<file path="src/sapq_pkg.sv">
// ----------------------------------------------------------------------------
// sapq_pkg
// Shared types and codes for the sorted-array priority queue.
// ----------------------------------------------------------------------------
package sapq_pkg;

   localparam int unsigned CAPACITY_DEF = 128;
   localparam int unsigned VALUE_W      = 32;
   localparam int unsigned FILL_W       = 8;

   localparam logic [1:0] FUNC_ENQ  = 2'd0;
   localparam logic [1:0] FUNC_DEQ  = 2'd1;
   localparam logic [1:0] FUNC_PEEK = 2'd2;

   localparam logic [1:0] ST_OK    = 2'd0;
   localparam logic [1:0] ST_FULL  = 2'd1;
   localparam logic [1:0] ST_EMPTY = 2'd2;

   typedef struct packed {
      logic [1:0]                 func;
      logic signed [VALUE_W-1:0]  value;
   } req_type;

   typedef struct packed {
      logic signed [VALUE_W-1:0]  result_value;
      logic [1:0]                 status;
      logic [FILL_W-1:0]          fill_count;
   } rsp_type;

   // Broadcast to every cell of the chain
   typedef struct packed {
      logic                       enq;
      logic                       deq;
      logic signed [VALUE_W-1:0]  value;
   } cell_ctrl_type;

endpackage

</file>
<file path="src/sapq_cell.sv">
// ----------------------------------------------------------------------------
// sapq_cell
// One slot of the sorted chain: holds one entry, shifts right on insert
// behind a smaller new value, shifts left on removal of the head.
// ----------------------------------------------------------------------------
module sapq_cell #(
   parameter int unsigned IDX = 0,
   parameter int unsigned CW  = 8
) (
   input  logic                                clock,
   input  sapq_pkg::cell_ctrl_type             ctrl,
   input  logic [CW-1:0]                       count,
   input  logic                                left_take,
   input  logic signed [sapq_pkg::VALUE_W-1:0] left_data,
   input  logic signed [sapq_pkg::VALUE_W-1:0] right_data,
   output logic                                take,
   output logic signed [sapq_pkg::VALUE_W-1:0] data
);

   logic signed [sapq_pkg::VALUE_W-1:0] entry_ff;
   logic signed [sapq_pkg::VALUE_W-1:0] entry_in;
   logic                                live;

   assign live = count > CW'(IDX);
   // new value belongs at or before this slot
   assign take = !live || (ctrl.value < entry_ff);
   assign data = entry_ff;

   always_comb begin
      entry_in = entry_ff;
      if (ctrl.enq && take) begin
         entry_in = left_take ? left_data : ctrl.value;
      end else if (ctrl.deq) begin
         entry_in = right_data;
      end
   end

   always_ff @(posedge clock) begin
      entry_ff <= entry_in;
   end

endmodule

</file>
<file path="config.mk">
export PLATFORM = sky130hd
export DESIGN_NAME = sapq_cell
export DESIGN_NICKNAME = d
export VERILOG_FILES = /design/src/sapq_pkg.sv /design/src/sapq_cell.sv
export SDC_FILE = /design/constraint.sdc
export NUM_CORES = 1
export LEC_CHECK = 0
export BUFFER_PORTS_ARGS = -buffer_cell sky130_fd_sc_hd__buf_2
export CORE_ASPECT_RATIO = 1.5
export CORE_MARGIN = 4
export CORE_UTILIZATION = 30
export CTS_CLUSTER_SIZE = 20
export DETAILED_ROUTE_END_ITERATION = 6
export PLACE_DENSITY_LB_ADDON = 0.3
export SYNTH_ARGS = -nofsm -noshare
export SYNTH_HDL_FRONTEND = slang
export SYNTH_SLANG_ARGS = --single-unit
export TNS_END_PERCENT = 100
</file>
<file path="constraint.sdc">
create_clock -name clock -period 2.9 [get_ports clock]
set_input_delay 0.145 -clock clock [delete_from_list [all_inputs] [get_ports clock]]
set_output_delay 0.145 -clock clock [all_outputs]
set_load 0.01 [all_outputs]
</file>
Yosys cells after proc, flatten, opt, wreduce, memory -nomap -nowiden. Cells that the tools add are included.

Multiplexer cells: 3. Order comparisons: 2. Reductions and logical operators: 4.

Operators by type and width (count): 32-bit two-way mux (3); 32-bit < comparator (1); 8-bit by 1-bit > comparator with 1-bit output (second input constant) (1); 2-bit nonzero test (1); 1-bit logical AND (1); 1-bit zero test (1); 1-bit logical OR (1).

Input bits: 108. Flip-flop bits (word level): 32.

Logic depth before layout (Yosys ltp).
Depth in word-level cells: 5. Gate-level depth with buffers: 10. Mapped depth without buffers: 8.

Least setup slack after synthesis. OpenSTA, ideal clock, no wires.

Path kind: register -> register. Start: reg entry_ff, in the netlist data[13]. End: reg entry_ff, in the netlist data[0], enable pin. Data required time: 2510 ps. Arrival time: 2815 ps. Path buffers: 2. Cell stages (with the launch flop): 11. Setup time: 390 ps. Slack: -306 ps. Path through: edfxtp_1 -> inv_1 -> ha_1 -> a21o_1 -> a21o_1 -> a221o_1 -> a22oi_1 -> a311o_1 -> buf_6 -> buf_12 -> or2_1.

Longest elaborated chain between the ends: 4.

Ends and longest elaborated chain: from (decl) (RTL line sapq_cell.sv:20) `logic signed [sapq_pkg::VALUE_W-1:0] entry_ff;`; from (signal assigned) (RTL line sapq_cell.sv:39) `entry_ff <= entry_in;`; 32-bit < comparator (RTL line sapq_cell.sv:26) `assign take = !live || (ctrl.value < entry_ff);`; 1-bit logical OR (RTL line sapq_cell.sv:26); 1-bit logical AND (RTL line sapq_cell.sv:31) `if (ctrl.enq && take) begin`; 2-bit nonzero test (no line).

No other way between the ends. A chain may end at the register's enable or synchronous reset.

Final worst setup path.
Start: reg entry_ff, in the netlist data[26]. End: reg entry_ff, in the netlist data[29] (data pin).

Longest elaborated chain between the ends: 4.

Ends and longest elaborated chain: 32-bit < comparator (RTL line sapq_cell.sv:26); 1-bit logical OR (RTL line sapq_cell.sv:26); 1-bit logical AND (RTL line sapq_cell.sv:31); 32-bit two-way mux (RTL line sapq_cell.sv:31); net entry_in (one bit) (RTL line sapq_cell.sv:21) `logic signed [sapq_pkg::VALUE_W-1:0] entry_in;`.

The timed path passes the listed nets, and every way through them passes these cells.

==> impl_metrics.json <==
{
  "maxcap_viol_count": 0,
  "synth_seq_cells": 32,
  "yosys.area_share.xor_xnor_pct": 0,
  "finalSetupViolCount": 0,
  "synth_edf_count": 32,
  "worstRegToRegCells": 9,
  "tritoncts": "yes",
  "clock_latency_ns": 0.27,
  "critPathCaptureType": "flop",
  "slew_violations": 0,
  "timing.hold.worst_path_depth": 2,
  "grt_remaining_overflow": 0,
  "synthMuxAreaShare_pct": 30.2,
  "layout_filler_cell_count": 914,
  "max-slew-margin-rel_pct": 46.4,
  "numCtsBuffers": 5,
  "timing.reg2reg.setup_slack_ns": 0.12,
  "worst_r2r_startpoint": "data[26]",
  "routed_wirelength_mm": 7.28,
  "finalWeightedCongestion": 0.800,
  "dp.final_hpwl_mm": 5.99,
  "syn2layout_area_growth_pct": 35.5,
  "postCtsSetupBuffers": 0,
  "netlist_cell_types": 35,
  "avgSynthCellArea_sq_um": 12.1,
  "crit_type": "reg -> reg",
  "cellLeakagePower_nw": 1.86,
  "number_of_nets_with_antenna_violations_after_detailed_routing": 0,
  "worst_ep_required_time_ns": 2.92,
  "critical_path.max_stage_delay_ns": 0.48,
  "critical_path_peak_fanout": 8,
  "largest_register_ffs": 32,
  "yosysWarningCount": 0,
  "antenna_found_initial": 1,
  "dieArea_sq_um": 10800,
  "post_layout_nonfiller_instances": 483,
  "drtPass1Iterations": 4,
  "final_cell_mix": "140 x sky130_fd_sc_hd__buf_2, 35 x sky130_fd_sc_hd__mux2_2, 33 x sky130_fd_sc_hd__inv_1",
  "synth_simple_gate_area_share_pct": 6.69,
  "hold_start": "right_data[5]",
  "fmaxAchievable_mhz": 360,
  "worst_setup_path_startpoint": "data[26]",
  "vdd.ir_drop.worst_uv": 281,
  "grtUsageTotal_pct": 13.1,
  "min-delay-path-class": "in -> reg",
  "cts_root_buf": "sky130_fd_sc_hd__clkbuf_16",
  "route.vias.total": 2262,
  "finalCritPeriodShare_pct": 95.9,
  "clock_tree.htree_level_count": 2,
  "ratio_of_cells_with_drive_above_1_in_the_final_layout_pct": 59.5,
  "synthesis.nets": 367,
  "postSynth.topFlopCell": "sky130_fd_sc_hd__edfxtp_1",
  "global_route_wire_length_before_repair_mm": 11.2,
  "grt_pass1_vias": 2397,
  "post_drt_via_cell_ratio": 4.68,
  "initialDrtViolationCount": 65,
  "finalSetupTns_ns": 0,
  "layout.nets": 511,
  "skew_final_ns": 0.00602,
  "worst-slew-pin-transition_ns": 0.804,
  "wl_per_cell_um": 15.1,
  "power_per_cell_area_nw_per_um2": 559,
  "grt_start_max_net_pins": 33,
  "async_reset_ff_share_pct": 0,
  "synth_sequential_area_ratio_pct": 35.0,
  "run_status": "finished, final reports clean",
  "cp-start-kind": "flop",
  "report.final.hold_viol_count": 0,
  "rsz0062_at_grt": "true",
  "remaining_drc_errors": 0,
  "synth_top_family_by_area": "multiplexers",
  "cts.clk_slew.worst_paths_ns": 0.05,
  "synth_area_sq_um": 2750,
  "antennaDiodeCount": 0,
  "placed_cells": 475,
  "layout.cells.most_common": "sky130_fd_sc_hd__buf_2",
  "synthCells": 228,
  "die_h_um": 125,
  "placeable_core_area_sq_um": 8880,
  "cp.arrival_ns": 2.80,
  "regArea_sq_um": 961,
  "timing.rr.end": "data[29]",
  "synth_adder_area_share_pct": 14.1,
  "synth_compound_area_share_pct": 6.38,
  "multi_input_comb_area_sq_um": 1620,
  "die_width_um": 86.1,
  "clock_sinks": 32,
  "final_period_minus_worst_setup_slack_ns": 2.78,
  "std_cell_rows": 42,
  "holdPathEnd": "data[5]",
  "critPathSlowestCell": "sky130_fd_sc_hd__a311o_2",
  "port-buffer-count": 140,
  "clk_path_buf_depth": 2,
  "initial_utilization_pct": 30.9,
  "crit_chain": "inv_1 > ha_4 > nand4_1 > nor4_4 > and3_1 > a22oi_1 > a311o_2 > buf_4 > mux2_4",
  "top_level_ports": 141
}
[metal layers]
metal	track usage, %	wire length (um)
met1	14.3	2760
met3	2.96	527
met4	3.08	39
met5	0	13
met2	25.0	3940
[cell usage after synthesis (all sizes together), types with 2 or more instances]
library cell  number  area (sq um)
a21o               2          15.0
a21oi             11          55.1
and3               2          12.5
buf                4          71.3
clkbuf             4          15.0
edfxtp            32           961
ha                31           388
inv               33           124
mux2              64           830
nand2              9          33.8
nand2b             2          12.5
nand4              5          37.5
nor2               5          18.8
nor3               2          10.0
nor4               3          25.0
o21ai              4          20.0
[power by group]
group | internal (W) | switching (W)
combinational | 0.000459 | 0.000425
clock | 0.000316 | 0.000184
sequential | 0.000650 | 0.0000472
[worst max-delay path by stage]
stage	to	slack, ns
3_5_place_dp	data[12]	0.06
6_report	data[29]	0.12
2_1_floorplan	data[0]	0.17
4_1_cts	data[12]	0.06
3_3_place_gp	data[10]	0.20
5_1_grt	data[29]	-0.02
[cell families after synthesis]
group           count (synthesis)
flops                          32
mux                            64
compound gates                 27
buf+inv                        41
fa+ha+maj                      31
simple gates                   33
[stage by stage]
stage / instance area (sq um) / utilization [%] / total power (W) / hold WS (ns) / setup WS [ns]
after global placement: 3540 / 39.9 / 0.00157 / 0.447 / 0.203
after global routing: 3720 / 41.9 / 0.00223 / 0.168 / -0.0215
after floorplan: 2750 / - / 0.00132 / 0.363 / 0.174
final: 3720 / 41.9 / 0.00208 / 0.170 / 0.119
after CTS: 3680 / 41.4 / 0.00210 / 0.163 / 0.0571
after detailed placement: 3540 / 39.9 / 0.00159 / 0.450 / 0.0641
[final cells by class]
type                            count  share of cell area [%]
Multi-Input combinational cell    155                    43.6
Sequential cell                    32                    25.8
Timing Repair Buffer              145                    19.9
Tap cell                          110                    3.70
Clock buffer                        7                    3.56
Inverter                           33                    3.33
Clock inverter                      1                   0.101
[critical path: cells and delay by family (launching register included)]
| family | cells | cell delay (ns) |
|---|---|---|
| buf+inv | 2 | 0.28 |
| compound gates | 2 | 0.56 |
| flops | 1 | 0.35 |
| fa+ha+maj | 1 | 0.26 |
| simple gates | 3 | 0.75 |
| mux | 1 | 0.31 |
[what timing repair did]
action	4_1_cts	5_1_grt
endpoints found under the setup margin	0	63
resized for setup	0	6
hold buffers	0	0
Power figures use the tool's default switching activity.
